===== src/rtl/scl_pkg.sv =====
// Shared types, codes and address helpers for the sector cache tag engine.
// Depends on nothing; the scan unit, controller, checker and testbench import it.
`default_nettype none

package scl_pkg;

  // Request codes carried in the input beat.
  localparam logic [1:0] REQ_GET         = 2'd0;
  localparam logic [1:0] REQ_MARK_DIRTY  = 2'd1;
  localparam logic [1:0] REQ_FLUSH_SECT  = 2'd2;
  localparam logic [1:0] REQ_FLUSH_ALL   = 2'd3;

  // Result kinds.
  localparam logic [1:0] KIND_WB     = 2'd0;
  localparam logic [1:0] KIND_DONE   = 2'd1;
  localparam logic [1:0] KIND_REJECT = 2'd2;

  // Configuration register indexes.
  localparam logic [1:0] CFG_SECTOR_COUNT = 2'd0;
  localparam logic [1:0] CFG_BASE_ADDRESS = 2'd1;
  localparam logic [1:0] CFG_SECTOR_LOG2  = 2'd2;
  localparam logic [1:0] CFG_LINE_LOG2    = 2'd3;

  localparam logic [3:0]  SECTOR_LOG2_RESET = 4'd9;
  localparam logic [31:0] STAMP_LIMIT       = 32'h7FFF_FFFF;

  typedef struct packed {
    logic [1:0]  req_type;
    logic [31:0] sector_index;
    logic        use_lru;
    logic        for_write;
  } scl_req_t;

  typedef struct packed {
    logic [1:0]  kind;
    logic [2:0]  line_slot;
    logic        hit;
    logic        fill_needed;
    logic [31:0] device_address;
    logic [15:0] byte_offset;
    logic        last;
  } scl_rsp_t;

  // Byte address on the device of a line that starts at the given sector.
  function automatic logic [31:0] line_addr(input logic [31:0] base,
                                            input logic [31:0] first,
                                            input logic [3:0]  ssl);
    logic [31:0] shifted;
    shifted = first << ssl;
    return base + shifted;
  endfunction

  // Offset of a sector within the line buffer, kept to 16 bits.
  function automatic logic [15:0] sector_off(input logic [31:0] sector,
                                             input logic [31:0] first,
                                             input logic [3:0]  ssl);
    logic [31:0] diff;
    logic [31:0] shifted;
    diff    = sector - first;
    shifted = diff << ssl;
    return shifted[15:0];
  endfunction

endpackage

`default_nettype wire


===== src/rtl/scl_line_mem.sv =====
// Per-line first sector and age stamp storage, one write and one registered read port.
// Depends on nothing outside this file.
`default_nettype none

module scl_line_mem #(
  parameter int LINES = 8,
  parameter int IW    = 3
) (
  input  wire logic          clk,
  input  wire logic [IW-1:0] rd_addr,
  output logic [31:0]        rd_first,
  output logic [31:0]        rd_stamp,
  input  wire logic          we_first,
  input  wire logic          we_stamp,
  input  wire logic [IW-1:0] wr_addr,
  input  wire logic [31:0]   wr_first,
  input  wire logic [31:0]   wr_stamp
);

  logic [31:0] first_mem [LINES];
  logic [31:0] stamp_mem [LINES];

  always_ff @(posedge clk) begin
    if (we_first) begin
      first_mem[wr_addr] <= wr_first;
    end
    if (we_stamp) begin
      stamp_mem[wr_addr] <= wr_stamp;
    end
    rd_first <= first_mem[rd_addr];
    rd_stamp <= stamp_mem[rd_addr];
  end

endmodule

`default_nettype wire


===== src/rtl/scl_scan_unit.sv =====
// Shared line evaluator: takes one line per cycle and keeps the hit and victim candidates.
// Depends on scl_pkg for the stamp limit.
`default_nettype none

module scl_scan_unit #(
  parameter int IW = 3
) (
  input  wire logic          clk,
  input  wire logic          rst_n,
  input  wire logic          clr,
  input  wire logic          ev,
  input  wire logic [IW-1:0] ev_idx,
  input  wire logic          ev_valid,
  input  wire logic          ev_dirty,
  input  wire logic [31:0]   ev_first,
  input  wire logic [31:0]   ev_stamp,
  input  wire logic [31:0]   sector,
  input  wire logic [2:0]    lsl,
  input  wire logic          use_lru,
  input  wire logic [31:0]   stamp_ctr,
  output logic               hit_found,
  output logic [IW-1:0]      hit_slot,
  output logic [IW-1:0]      victim_slot
);
  import scl_pkg::*;

  logic          hit_r, hit_nxt;
  logic [IW-1:0] hit_slot_r, hit_slot_nxt;
  logic          inv_r, inv_nxt;
  logic [IW-1:0] inv_slot_r, inv_slot_nxt;
  logic          best_r, best_nxt;
  logic [IW-1:0] best_slot_r, best_slot_nxt;
  logic [31:0]   best_stamp_r, best_stamp_nxt;
  logic          clean_r, clean_nxt;
  logic [IW-1:0] clean_slot_r, clean_slot_nxt;
  logic [31:0]   clean_stamp_r, clean_stamp_nxt;

  logic [31:0] diff;
  logic [31:0] diff_hi;
  logic        in_line;

  assign diff    = sector - ev_first;
  assign diff_hi = diff >> lsl;
  assign in_line = ev_valid && (sector >= ev_first) && (diff_hi == 32'd0);

  always_comb begin
    hit_nxt         = hit_r;
    hit_slot_nxt    = hit_slot_r;
    inv_nxt         = inv_r;
    inv_slot_nxt    = inv_slot_r;
    best_nxt        = best_r;
    best_slot_nxt   = best_slot_r;
    best_stamp_nxt  = best_stamp_r;
    clean_nxt       = clean_r;
    clean_slot_nxt  = clean_slot_r;
    clean_stamp_nxt = clean_stamp_r;
    if (clr) begin
      hit_nxt         = 1'b0;
      inv_nxt         = 1'b0;
      best_nxt        = 1'b0;
      clean_nxt       = 1'b0;
      best_stamp_nxt  = use_lru ? STAMP_LIMIT : 32'd0;
      clean_stamp_nxt = STAMP_LIMIT;
    end else if (ev) begin
      if (!hit_r && in_line) begin
        hit_nxt      = 1'b1;
        hit_slot_nxt = ev_idx;
      end
      // Lines after the first free one no longer count for replacement.
      if (!inv_r) begin
        if (!ev_valid) begin
          inv_nxt      = 1'b1;
          inv_slot_nxt = ev_idx;
        end else if (use_lru) begin
          if (ev_stamp < best_stamp_r) begin
            best_nxt       = 1'b1;
            best_slot_nxt  = ev_idx;
            best_stamp_nxt = ev_stamp;
          end
          if (!ev_dirty && ev_stamp < clean_stamp_r) begin
            clean_nxt       = 1'b1;
            clean_slot_nxt  = ev_idx;
            clean_stamp_nxt = ev_stamp;
          end
        end else if (ev_stamp > best_stamp_r) begin
          best_nxt       = 1'b1;
          best_slot_nxt  = ev_idx;
          best_stamp_nxt = ev_stamp;
        end
      end
    end
  end

  always_ff @(posedge clk) begin
    if (!rst_n) begin
      hit_r   <= 1'b0;
      inv_r   <= 1'b0;
      best_r  <= 1'b0;
      clean_r <= 1'b0;
    end else begin
      hit_r   <= hit_nxt;
      inv_r   <= inv_nxt;
      best_r  <= best_nxt;
      clean_r <= clean_nxt;
    end
    hit_slot_r    <= hit_slot_nxt;
    inv_slot_r    <= inv_slot_nxt;
    best_slot_r   <= best_slot_nxt;
    best_stamp_r  <= best_stamp_nxt;
    clean_slot_r  <= clean_slot_nxt;
    clean_stamp_r <= clean_stamp_nxt;
  end

  assign hit_found = hit_r;
  assign hit_slot  = hit_slot_r;

  always_comb begin
    if (inv_r) begin
      victim_slot = inv_slot_r;
    end else if (clean_r && clean_stamp_r != stamp_ctr) begin
      victim_slot = clean_slot_r;
    end else if (best_r) begin
      victim_slot = best_slot_r;
    end else begin
      victim_slot = '0;
    end
  end

endmodule

`default_nettype wire


===== src/rtl/sector_cache_lru_controller.sv =====
// A get, or mark dirty or flush sector on a hit, runs decode, a scan of every line, pick,
// read-back and a beat state; a miss on mark dirty or flush sector ends after pick, a refused
// get after decode, and flush all walks the lines with a write-back per dirty one. Output
// stalls hold the beat states. The next request is taken the cycle after the final beat is
// loaded. Synchronous active-low reset clears the line flags, sets the stamp counter to one
// and restores the configuration; the tag and stamp memories are not cleared.
`default_nettype none

module sector_cache_lru_controller #(
  parameter int LINES = 8
) (
  input  wire logic             clk,
  input  wire logic             rst_n,
  input  wire logic             in_valid,
  output logic                  in_stall,
  input  wire scl_pkg::scl_req_t in_data,
  output logic                  out_valid,
  input  wire logic             out_stall,
  output scl_pkg::scl_rsp_t     out_data,
  input  wire logic             cfg_we,
  input  wire logic [1:0]       cfg_index,
  input  wire logic [31:0]      cfg_wdata
);
  import scl_pkg::*;

  // Index width for a line, and a counter wide enough to hold LINES itself.
  localparam int IW = (LINES > 1) ? $clog2(LINES) : 1;
  localparam int CW = $clog2(LINES + 1);
  localparam logic [CW-1:0] LAST_CNT = CW'(LINES);

  typedef enum logic [3:0] {
    ST_IDLE,
    ST_DECODE,
    ST_SCAN,
    ST_PICK,
    ST_FETCH,
    ST_FILL,
    ST_DONE,
    ST_FA_RD,
    ST_FA_WB,
    ST_LAST
  } state_t;

  // Configuration registers.
  logic [31:0] sector_count_r;
  logic [31:0] base_address_r;
  logic [3:0]  ssl_r;
  logic [2:0]  lsl_r;

  // Sequencer and line state.
  state_t        state_r, state_nxt;
  logic [CW-1:0] cnt_r, cnt_nxt;
  scl_req_t      req_r, req_nxt;
  logic [IW-1:0] tgt_r, tgt_nxt;
  logic          hit_r, hit_nxt;
  logic [LINES-1:0] valid_r, valid_nxt;
  logic [LINES-1:0] dirty_r, dirty_nxt;
  logic [31:0]   stamp_ctr_r, stamp_ctr_nxt;
  logic          out_valid_r, out_valid_nxt;
  scl_rsp_t      out_data_r, out_data_nxt;

  // Memory and scan unit hookup.
  logic [IW-1:0] rd_addr;
  logic [31:0]   rd_first;
  logic [31:0]   rd_stamp;
  logic          we_first;
  logic          we_stamp;
  logic [31:0]   wr_first;
  logic [31:0]   wr_stamp;
  logic          scan_clr;
  logic          scan_ev;
  logic [IW-1:0] ev_idx;
  logic          scan_hit;
  logic [IW-1:0] scan_hit_slot;
  logic [IW-1:0] scan_victim;

  logic [CW-1:0] cnt_m1;
  logic [IW-1:0] cnt_idx;
  logic          out_free;
  logic [31:0]   line_mask;
  logic [31:0]   new_first;
  logic [IW+2:0] tgt_wide;
  logic [IW+2:0] cnt_wide;

  assign cnt_m1    = cnt_r - 1'b1;
  assign ev_idx    = cnt_m1[IW-1:0];
  assign cnt_idx   = cnt_r[IW-1:0];
  assign out_free  = !out_valid_r || !out_stall;
  assign line_mask = (32'd1 << lsl_r) - 32'd1;
  assign new_first = req_r.sector_index & ~line_mask;
  assign wr_first  = new_first;
  assign wr_stamp  = stamp_ctr_r + 32'd1;
  // The result carries the low three bits of the slot number.
  assign tgt_wide  = {3'b000, tgt_r};
  assign cnt_wide  = {3'b000, cnt_idx};

  scl_line_mem #(
    .LINES (LINES),
    .IW    (IW)
  ) u_mem (
    .clk      (clk),
    .rd_addr  (rd_addr),
    .rd_first (rd_first),
    .rd_stamp (rd_stamp),
    .we_first (we_first),
    .we_stamp (we_stamp),
    .wr_addr  (tgt_r),
    .wr_first (wr_first),
    .wr_stamp (wr_stamp)
  );

  scl_scan_unit #(
    .IW (IW)
  ) u_scan (
    .clk         (clk),
    .rst_n       (rst_n),
    .clr         (scan_clr),
    .ev          (scan_ev),
    .ev_idx      (ev_idx),
    .ev_valid    (valid_r[ev_idx]),
    .ev_dirty    (dirty_r[ev_idx]),
    .ev_first    (rd_first),
    .ev_stamp    (rd_stamp),
    .sector      (req_r.sector_index),
    .lsl         (lsl_r),
    .use_lru     (req_r.use_lru),
    .stamp_ctr   (stamp_ctr_r),
    .hit_found   (scan_hit),
    .hit_slot    (scan_hit_slot),
    .victim_slot (scan_victim)
  );

  // Sequencer. A request decodes; all but a refused get or flush all scan the lines once through
  // the shared evaluator, read back a hit or a get's victim, then produce write-back and final
  // beats; flush all walks the lines instead. A state that emits a beat waits until the output
  // register is free, and makes its flag and memory updates in the cycle that loads the beat.
  always_comb begin
    state_nxt     = state_r;
    cnt_nxt       = cnt_r;
    req_nxt       = req_r;
    tgt_nxt       = tgt_r;
    hit_nxt       = hit_r;
    valid_nxt     = valid_r;
    dirty_nxt     = dirty_r;
    stamp_ctr_nxt = stamp_ctr_r;
    out_valid_nxt = out_valid_r && out_stall;
    out_data_nxt  = out_data_r;
    rd_addr       = tgt_r;
    we_first      = 1'b0;
    we_stamp      = 1'b0;
    scan_clr      = 1'b0;
    scan_ev       = 1'b0;

    case (state_r)
      ST_IDLE: begin
        if (in_valid) begin
          req_nxt   = in_data;
          state_nxt = ST_DECODE;
        end
      end

      ST_DECODE: begin
        cnt_nxt = '0;
        if (req_r.req_type == REQ_FLUSH_ALL) begin
          state_nxt = ST_FA_RD;
        end else if (req_r.req_type == REQ_GET &&
                     req_r.sector_index >= sector_count_r) begin
          state_nxt = ST_LAST;
        end else begin
          scan_clr  = 1'b1;
          state_nxt = ST_SCAN;
        end
      end

      ST_SCAN: begin
        // Address k is read while line k - 1 is evaluated from the read register.
        rd_addr = (cnt_r < LAST_CNT) ? cnt_idx : '0;
        scan_ev = (cnt_r != '0);
        if (cnt_r == LAST_CNT) begin
          state_nxt = ST_PICK;
        end else begin
          cnt_nxt = cnt_r + 1'b1;
        end
      end

      ST_PICK: begin
        hit_nxt = scan_hit;
        if (scan_hit) begin
          tgt_nxt   = scan_hit_slot;
          rd_addr   = scan_hit_slot;
          state_nxt = ST_FETCH;
        end else if (req_r.req_type == REQ_GET) begin
          tgt_nxt   = scan_victim;
          rd_addr   = scan_victim;
          state_nxt = ST_FETCH;
        end else begin
          state_nxt = ST_LAST;
        end
      end

      ST_FETCH: begin
        case (req_r.req_type)
          REQ_GET: begin
            if (hit_r) begin
              if (req_r.for_write) begin
                dirty_nxt[tgt_r] = 1'b1;
              end
              if (rd_stamp != stamp_ctr_r) begin
                stamp_ctr_nxt = stamp_ctr_r + 32'd1;
                we_stamp      = 1'b1;
              end
              state_nxt = ST_DONE;
            end else if (valid_r[tgt_r] && dirty_r[tgt_r]) begin
              if (out_free) begin
                out_valid_nxt               = 1'b1;
                out_data_nxt                = '0;
                out_data_nxt.kind           = KIND_WB;
                out_data_nxt.line_slot      = tgt_wide[2:0];
                out_data_nxt.device_address = line_addr(base_address_r, rd_first, ssl_r);
                state_nxt                   = ST_FILL;
              end
            end else begin
              state_nxt = ST_FILL;
            end
          end
          REQ_MARK_DIRTY: begin
            dirty_nxt[tgt_r] = 1'b1;
            state_nxt        = ST_DONE;
          end
          REQ_FLUSH_SECT: begin
            if (dirty_r[tgt_r]) begin
              if (out_free) begin
                out_valid_nxt               = 1'b1;
                out_data_nxt                = '0;
                out_data_nxt.kind           = KIND_WB;
                out_data_nxt.line_slot      = tgt_wide[2:0];
                out_data_nxt.device_address = line_addr(base_address_r, rd_first, ssl_r);
                dirty_nxt[tgt_r]            = 1'b0;
                state_nxt                   = ST_DONE;
              end
            end else begin
              state_nxt = ST_DONE;
            end
          end
          default: begin
            state_nxt = ST_LAST;
          end
        endcase
      end

      ST_FILL: begin
        // The victim is retagged, stamped as the newest line and reported with a fill.
        if (out_free) begin
          we_first                    = 1'b1;
          we_stamp                    = 1'b1;
          stamp_ctr_nxt               = stamp_ctr_r + 32'd1;
          valid_nxt[tgt_r]            = 1'b1;
          dirty_nxt[tgt_r]            = req_r.for_write;
          out_valid_nxt               = 1'b1;
          out_data_nxt                = '0;
          out_data_nxt.kind           = KIND_DONE;
          out_data_nxt.line_slot      = tgt_wide[2:0];
          out_data_nxt.fill_needed    = 1'b1;
          out_data_nxt.device_address = line_addr(base_address_r, new_first, ssl_r);
          out_data_nxt.byte_offset    = sector_off(req_r.sector_index, new_first, ssl_r);
          out_data_nxt.last           = 1'b1;
          state_nxt                   = ST_IDLE;
        end
      end

      ST_DONE: begin
        if (out_free) begin
          out_valid_nxt               = 1'b1;
          out_data_nxt                = '0;
          out_data_nxt.kind           = KIND_DONE;
          out_data_nxt.line_slot      = tgt_wide[2:0];
          out_data_nxt.hit            = 1'b1;
          out_data_nxt.device_address = line_addr(base_address_r, rd_first, ssl_r);
          out_data_nxt.byte_offset    = sector_off(req_r.sector_index, rd_first, ssl_r);
          out_data_nxt.last           = 1'b1;
          state_nxt                   = ST_IDLE;
        end
      end

      ST_FA_RD: begin
        rd_addr = cnt_idx;
        if (cnt_r == LAST_CNT) begin
          state_nxt = ST_LAST;
        end else if (valid_r[cnt_idx] && dirty_r[cnt_idx]) begin
          state_nxt = ST_FA_WB;
        end else begin
          cnt_nxt = cnt_r + 1'b1;
        end
      end

      ST_FA_WB: begin
        // Dirty flags stay set after a flush of the whole cache.
        rd_addr = cnt_idx;
        if (out_free) begin
          out_valid_nxt               = 1'b1;
          out_data_nxt                = '0;
          out_data_nxt.kind           = KIND_WB;
          out_data_nxt.line_slot      = cnt_wide[2:0];
          out_data_nxt.device_address = line_addr(base_address_r, rd_first, ssl_r);
          cnt_nxt                     = cnt_r + 1'b1;
          state_nxt                   = ST_FA_RD;
        end
      end

      ST_LAST: begin
        // Final beat without a line: a rejected get, a miss, or the end of flush all.
        if (out_free) begin
          out_valid_nxt     = 1'b1;
          out_data_nxt      = '0;
          out_data_nxt.kind = (req_r.req_type == REQ_GET) ? KIND_REJECT : KIND_DONE;
          out_data_nxt.last = 1'b1;
          state_nxt         = ST_IDLE;
        end
      end

      default: begin
        state_nxt = ST_IDLE;
      end
    endcase
  end

  always_ff @(posedge clk) begin
    if (!rst_n) begin
      state_r        <= ST_IDLE;
      cnt_r          <= '0;
      valid_r        <= '0;
      dirty_r        <= '0;
      stamp_ctr_r    <= 32'd1;
      out_valid_r    <= 1'b0;
      sector_count_r <= 32'd0;
      base_address_r <= 32'd0;
      ssl_r          <= SECTOR_LOG2_RESET;
      lsl_r          <= 3'd0;
    end else begin
      state_r     <= state_nxt;
      cnt_r       <= cnt_nxt;
      valid_r     <= valid_nxt;
      dirty_r     <= dirty_nxt;
      stamp_ctr_r <= stamp_ctr_nxt;
      out_valid_r <= out_valid_nxt;
      if (cfg_we) begin
        case (cfg_index)
          CFG_SECTOR_COUNT: sector_count_r <= cfg_wdata;
          CFG_BASE_ADDRESS: base_address_r <= cfg_wdata;
          CFG_SECTOR_LOG2:  ssl_r          <= cfg_wdata[3:0];
          CFG_LINE_LOG2:    lsl_r          <= cfg_wdata[2:0];
          default: ;
        endcase
      end
    end
    req_r      <= req_nxt;
    tgt_r      <= tgt_nxt;
    hit_r      <= hit_nxt;
    out_data_r <= out_data_nxt;
  end

  assign in_stall  = (state_r != ST_IDLE);
  assign out_valid = out_valid_r;
  assign out_data  = out_data_r;

endmodule

`default_nettype wire


===== config.mk =====
export PLATFORM = sky130hd
export DESIGN_NAME = sector_cache_lru_controller
export DESIGN_NICKNAME = d
export VERILOG_FILES = /design/src/rtl/scl_pkg.sv /design/src/rtl/scl_line_mem.sv /design/src/rtl/scl_scan_unit.sv /design/src/rtl/sector_cache_lru_controller.sv
export SDC_FILE = /design/constraint.sdc
export NUM_CORES = 2
export LEC_CHECK = 0
export BUFFER_PORTS_ARGS = -buffer_cell sky130_fd_sc_hd__buf_2
export CAP_MARGIN = 20
export CORE_MARGIN = 2
export CORE_UTILIZATION = 59
export CTS_BUF_LIST = sky130_fd_sc_hd__clkbuf_8
export DETAILED_ROUTE_END_ITERATION = 7
export GPL_TIMING_DRIVEN = 1
export PLACE_DENSITY = 0.79
export SLEW_MARGIN = 10
export SYNTH_ARGS = -nofsm -noshare
export SYNTH_HDL_FRONTEND = slang
export SYNTH_SLANG_ARGS = --single-unit

===== constraint.sdc =====
create_clock -name clk -period 6.4 [get_ports clk]
set_input_delay 0 -clock clk [delete_from_list [all_inputs] [get_ports clk]]
set_output_delay 0 -clock clk [all_outputs]
set_load 0.01 [all_outputs]

; After elaboration in Yosys (flattened, before gate mapping)
; Memory sizes are Yosys's and may differ from the RTL's. A register that Yosys moved wholly into a read port is not among the register bits.
; Index checks and enable logic that the tools add are counted.
[classes]
add_sub_neg = 8
order_cmp = 10
eq_ne = 45
shifts = 6
muxes = 103
bitwise = 10
reduce_logical = 51
[op_table]
columns = cell, count
row1 = two-way mux 56 bit, 8
row2 = two-way mux 32 bit, 11
row3 = case mux 56 bit (5 select lines), 1
row4 = case mux 56 bit (2 select lines), 1
row5 = two-way mux 4 bit, 19
row6 = adder 32 bit, 2
row7 = >= comparator 32 bit, 2
row8 = < comparator 32 bit, 2
row9 = inequality test 32 bit, 2
row10 = case mux 32 bit (2 select lines), 1
row11 = left shift 32 x 4 -> 16 bit, 2
row12 = left shift 32 x 4 -> 32 bit, 2
row13 = subtractor 32 bit, 2
row14 = two-way mux 8 bit, 5
row15 = adder 32 x 1 -> 32 bit (second input constant), 1
row16 = AND 32 bit, 1
row17 = greater-than comparator 32 bit, 1
row18 = logical NOT 32 bit, 1
row19 = inverter 32 bit, 1
row20 = case mux 4 bit (8 select lines), 1
row21 = left shift 1 x 3 -> 32 bit (first input constant), 1
row22 = >> shifter 32 x 3 -> 32 bit, 1
row23 = subtractor 32 x 1 -> 32 bit (second input constant), 1
row24 = two-way mux 31 bit, 1
row25 = other kinds (53), 163
[totals]
ff_bits = 304
ramBits = 512
inputBits = 75
output_inout_bits = 58
word_cells = 268
memories = 2
[mem_list]
columns = name, words, word_bits, read_ports, rd_clocked_by_memory_dff, wr, line
row1 = u_mem.first_mem, 8, 32, 1, 1, 1, scl_line_mem.sv:20  ; logic [31:0] first_mem [LINES];
row2 = u_mem.stamp_mem, 8, 32, 1, 1, 1, scl_line_mem.sv:21  ; logic [31:0] stamp_mem [LINES];

; Logic depth before layout (Yosys ltp)
[depth]
ltp_word = 10
depth_mapped = 26
mapped_depth_nobuf = 22

; Hierarchy
; A second synthesis with hierarchy kept.
[hier_totals]
hier_cells = 3865
area_unflattened_um2 = 46310.7
[modules_own_cells]
columns = module, n_inst, cells_per_inst, area_per_inst_um2, seq_area_each_um2
row1 = scl_line_mem, 1, 826, 20589.7, 16656.0
row2 = sector_cache_lru_controller, 1, 2136, 18407.7, 5445.2
row3 = scl_scan_unit, 1, 903, 7313.3, 2042.0

; Least setup slack after synthesis
; No wires, ideal clock.
[synth_timing]
path_kind = flip-flop to flip-flop
startpoint = register lsl_r[0]
endpoint = register out_data_r (netlist bit out_data[48]) (data pin)
setup_ps = 271
arrival_time_ps = 5786
required_ps = 6129
setup_slack_ps = 343
stages_incl_launch_ff = 26
n_path_buf = 5
period_less_slack_ps = 6057
cell_sequence = dfxtp_1 clkbuf_1 clkbuf_1 or3_1 ha_1 clkbuf_1 or3b_2 clkbuf_1 clkbuf_1 and2_1 a21oi_1 a21oi_1 and2_1 a211oi_1 a21oi_1 ha_1 a21oi_1 nand2_1 a2111oi_0 nor4_1 o311ai_0 o22ai_1 a211oi_1 o21ai_0 xnor2_1 o22ai_1
[synth_lines]
columns = element, line
row1 = from (decl), sector_cache_lru_controller.sv:48  ; logic [2:0] lsl_r;
row2 = from (signal assigned), sector_cache_lru_controller.sv:351  ; CFG_LINE_LOG2: lsl_r <= cfg_wdata[2:0];
row3 = to (signal assigned), sector_cache_lru_controller.sv:359  ; out_data_r <= out_data_nxt;
row4 = to (decl), sector_cache_lru_controller.sv:60  ; scl_rsp_t out_data_r, out_data_nxt;

==> results.cfg <==
[min_path]
hold_path_class = primary input to flip-flop
hold_path_depth = 4
hold_start = cfg_wdata[20]
hold_path_end = base_address_r[20]$_SDFFE_PN0P_

[die]
die_h_um = 283
core_area_um2 = 77300
rows = 102
fp.dieArea_um2 = 80200
die_x_um = 283
io_pins = 133
start_util_pct = 59.4

[power]
pwr-share-seq_pct = 36.6
switching_share_pct = 39.1
clkPwrFrac_pct = 23.6
p_int_w = 0.0127
p_per_area_nw_per_um2 = 403
p_leak_nw = 21.4
combPwrFrac_pct = 39.8
ir_worst_vdd_uv = 322
netSwitchingPower_w = 0.00820

[sta]
relSlewSlack_pct = 25.6
drv_slew = 0
skew_ns = 0.0625
tightest_slew_ns = 1.12
setup_viol = 0
fin_crit_ns = 5.93
holdWs_ns = 0.0342
hold_violations = 0
fin_crit_sh_pct = 92.6
rsz0062_at_grt = false
finalSetupTns_ns = 0
max_freq_mhz = 169

[critical_path]
worstPathArrival_ns = 6.48
r2r_slack_ns = 0.47
reg2reg_from = lsl_r[0]$_SDFFE_PN0P_
cp_cell_sequence = or3_1 -> ha_1 -> nor3b_2 -> a31oi_1 -> and2_1 -> mux2_2 -> nand2_1 -> o21ai_0 -> mux2i_1 -> o22ai_1 -> ha_1 -> a21oi_1 -> nor2b_1 -> o311ai_0 -> a31oi_1 -> o2111ai_1 -> nand2_1 -> o41ai_1 -> xor2_1 -> o22ai_1
path_delay_family = compound AO/OA/AOI/OAI gates
r2r-end = out_data[47]$_DFFE_PP_
max_stage_delay_ns = 0.63
cp_data_required_time_ns = 6.95
reg2regPathDepth = 20
path_buf_inv = 0
cp-start-kind = flip-flop
crit_slowest_cell = o311ai_0
worstSetupEndpointType = flip-flop
path_class = flip-flop to flip-flop
worst-path-max-fanout = 11

[placement]
placedCellCount = 5054
hpwl_um = 86800
gp_routability_congestion = 0.985
portBuffers = 132

[synthesis]
postSynthAreaPerCell_um2 = 11.3
synth-edff-count = 652
synth-seq-cells = 880
syn-cell-area_um2 = 46000
ys_async_sr_fraction_pct = 0
ys_warn_count = 0
synth-seq-area-share_pct = 52.5
synthesis.nets = 4341
synthCells = 4058
synth-main-ff-cell = edfxtp_1
yosysUniqueCellTypes = 90

[layout]
layout_common_cells = edfxtp_1 (652), nand2_1 (399), mux2i_1 (383)
seqCellArea_um2 = 24200
num-fill-cells = 5640
drive_gt1_share_pct = 11.2
layout-area-overhead-vs-synth_pct = 13.2
fin_cells = 5460
final_common_cell = edfxtp_1
nNetsFinal = 4582
multi_input_area_um2 = 20400

[clock_network]
cts_sinks = 880
root_buffer = clkbuf_8
path_clk_slew_ns = 0.07
htreeDepth = 4
clockBufferDepth = 3
cts_tree = built
numCtsBuffers = 143
clk_latency_ns = 0.86

[grt]
grt_pass1_wl_um = 198000
antenna_found_initial = 3
first_global_vias = 33098
grt_usage_pct = 32.3
grt_overflow = 0
grt_max_degree = 67

[drt]
routed_via_density = 6.29
drc = 2
antenna_left = 0
first_pass_iters = 8
drt_wl_total_um = 132000
wl_per_cell_um = 24.1
vias = 34353
drtIter0Drc = 4103

[status]
outcome = complete, but fails checks
failed_checks = DRC

[job]
maxCapViolations = 0
-- worst max-delay path by stage --
stage	from	endpoint	slack (ns)	depth (start not counted)
after floorplan	lsl_r[0]$_SDFFE_PN0P_	out_data[48]$_DFFE_PP_	0.34	25
after detailed placement	lsl_r[0]$_SDFFE_PN0P_	out_data[48]$_DFFE_PP_	0.19	22
after global routing	lsl_r[2]$_SDFFE_PN0P_	out_data[48]$_DFFE_PP_	0.05	23
after CTS	lsl_r[0]$_SDFFE_PN0P_	out_data[48]$_DFFE_PP_	0.11	22
final	lsl_r[0]$_SDFFE_PN0P_	out_data[47]$_DFFE_PP_	0.47	20
after global placement	lsl_r[0]$_SDFFE_PN0P_	out_data[48]$_DFFE_PP_	0.22	22
-- timing repair --
| item | 4_1_cts | 5_1_grt |
|---|---|---|
| setup buffers | 0 | 0 |
| hold endpoints to repair | 118 | 0 |
| hold buffers | 139 | 0 |
| setup endpoints to repair | 0 | 4 |
| resized for setup | 0 | 4 |
-- cells in the mapped netlist (107+ instances only) --
cell type,number,area (um^2)
dfxtp_1,228,4560
nand2_1,399,1500
clkbuf_1,183,687
a21o_1,107,803
nor2_1,192,721
o21ai_0,127,636
edfxtp_1,652,19600
mux2i_1,383,3830
xor2_1,123,1080
inv_1,187,702
ha_1,205,2560
a21oi_1,195,976
-- routing by layer --
| layer | vias to the layer above | track usage [%] | wire length [um] |
|---|---|---|---|
| li1 | 15546 | - | - |
| met1 | 16579 | 43.6 | 52600 |
| met2 | 1839 | 50.1 | 59700 |
| met3 | 385 | 6.88 | 13100 |
| met4 | 4 | 14.7 | 5990 |
| met5 | - | 0 | 27 |
-- per-stage QoR --
stage          setup slack (ns)  power, W  utilization [%]  cell area [um^2]
2_1_floorplan             0.343    0.0133                -             46000
3_3_place_gp              0.224    0.0156             61.7             47700
3_5_place_dp              0.194    0.0158             61.7             47700
4_1_cts                   0.113    0.0207             67.2             52000
5_1_grt                  0.0494    0.0219             67.3             52000
6_report                  0.474    0.0210             67.3             52000
-- power by group through the flow --
| stage | sequential (W) | clock [W] | combinational, W |
|---|---|---|---|
| 2_1_floorplan | 0.00738 | 0 | 0.00587 |
| 3_3_place_gp | 0.00773 | 0 | 0.00790 |
| 3_5_place_dp | 0.00773 | 0 | 0.00804 |
| 4_1_cts | 0.00762 | 0.00496 | 0.00815 |
| 5_1_grt | 0.00769 | 0.00525 | 0.00899 |
| 6_report | 0.00767 | 0.00495 | 0.00833 |
-- cell type report --
cell class                 count  area share (%)
clock buffer                 152            4.02
timing repair buffer         333            4.99
antenna                        2         0.00962
sequential                   880            46.4
inverter                     190            1.37
tap                         1040            2.50
multi-input combinational   2751            39.1
clock inverter               112            1.53
-- flip-flops by register name, indices dropped and copies added, names as in the netlist, 4 cells and up, named ones only --
register              count
u_scan.clean_stamp_r     32
req_r                    36
ssl_r                     4
u_scan.best_stamp_r      32
state_r                   4
u_mem.first_mem         256
u_mem.rd_stamp           32
u_mem.rd_first           32
cnt_r                     4
u_mem.stamp_mem         256
sector_count_r           32
valid_r                   8
out_data                 56
base_address_r           32
stamp_ctr_r              32
-- cells by family after synthesis --
family / Yosys count / share of synthesized area [%]
fa+ha+maj: 208 / 5.71
compound gates: 893 / 13.4
other cells: 1 / 0.00816
mux: 432 / 10.3
flops: 880 / 52.5
simple gates: 1008 / 10.5
buf+inv: 427 / 3.59
xor+xnor: 209 / 3.98
-- tightest hold or removal path: stages --
cell and delay, ns:
dlygate4sd3_1 0.54, buf_2 0.14, nand2_1 0.05, a21boi_0 0.07
(Power assumes the default switching activity.)
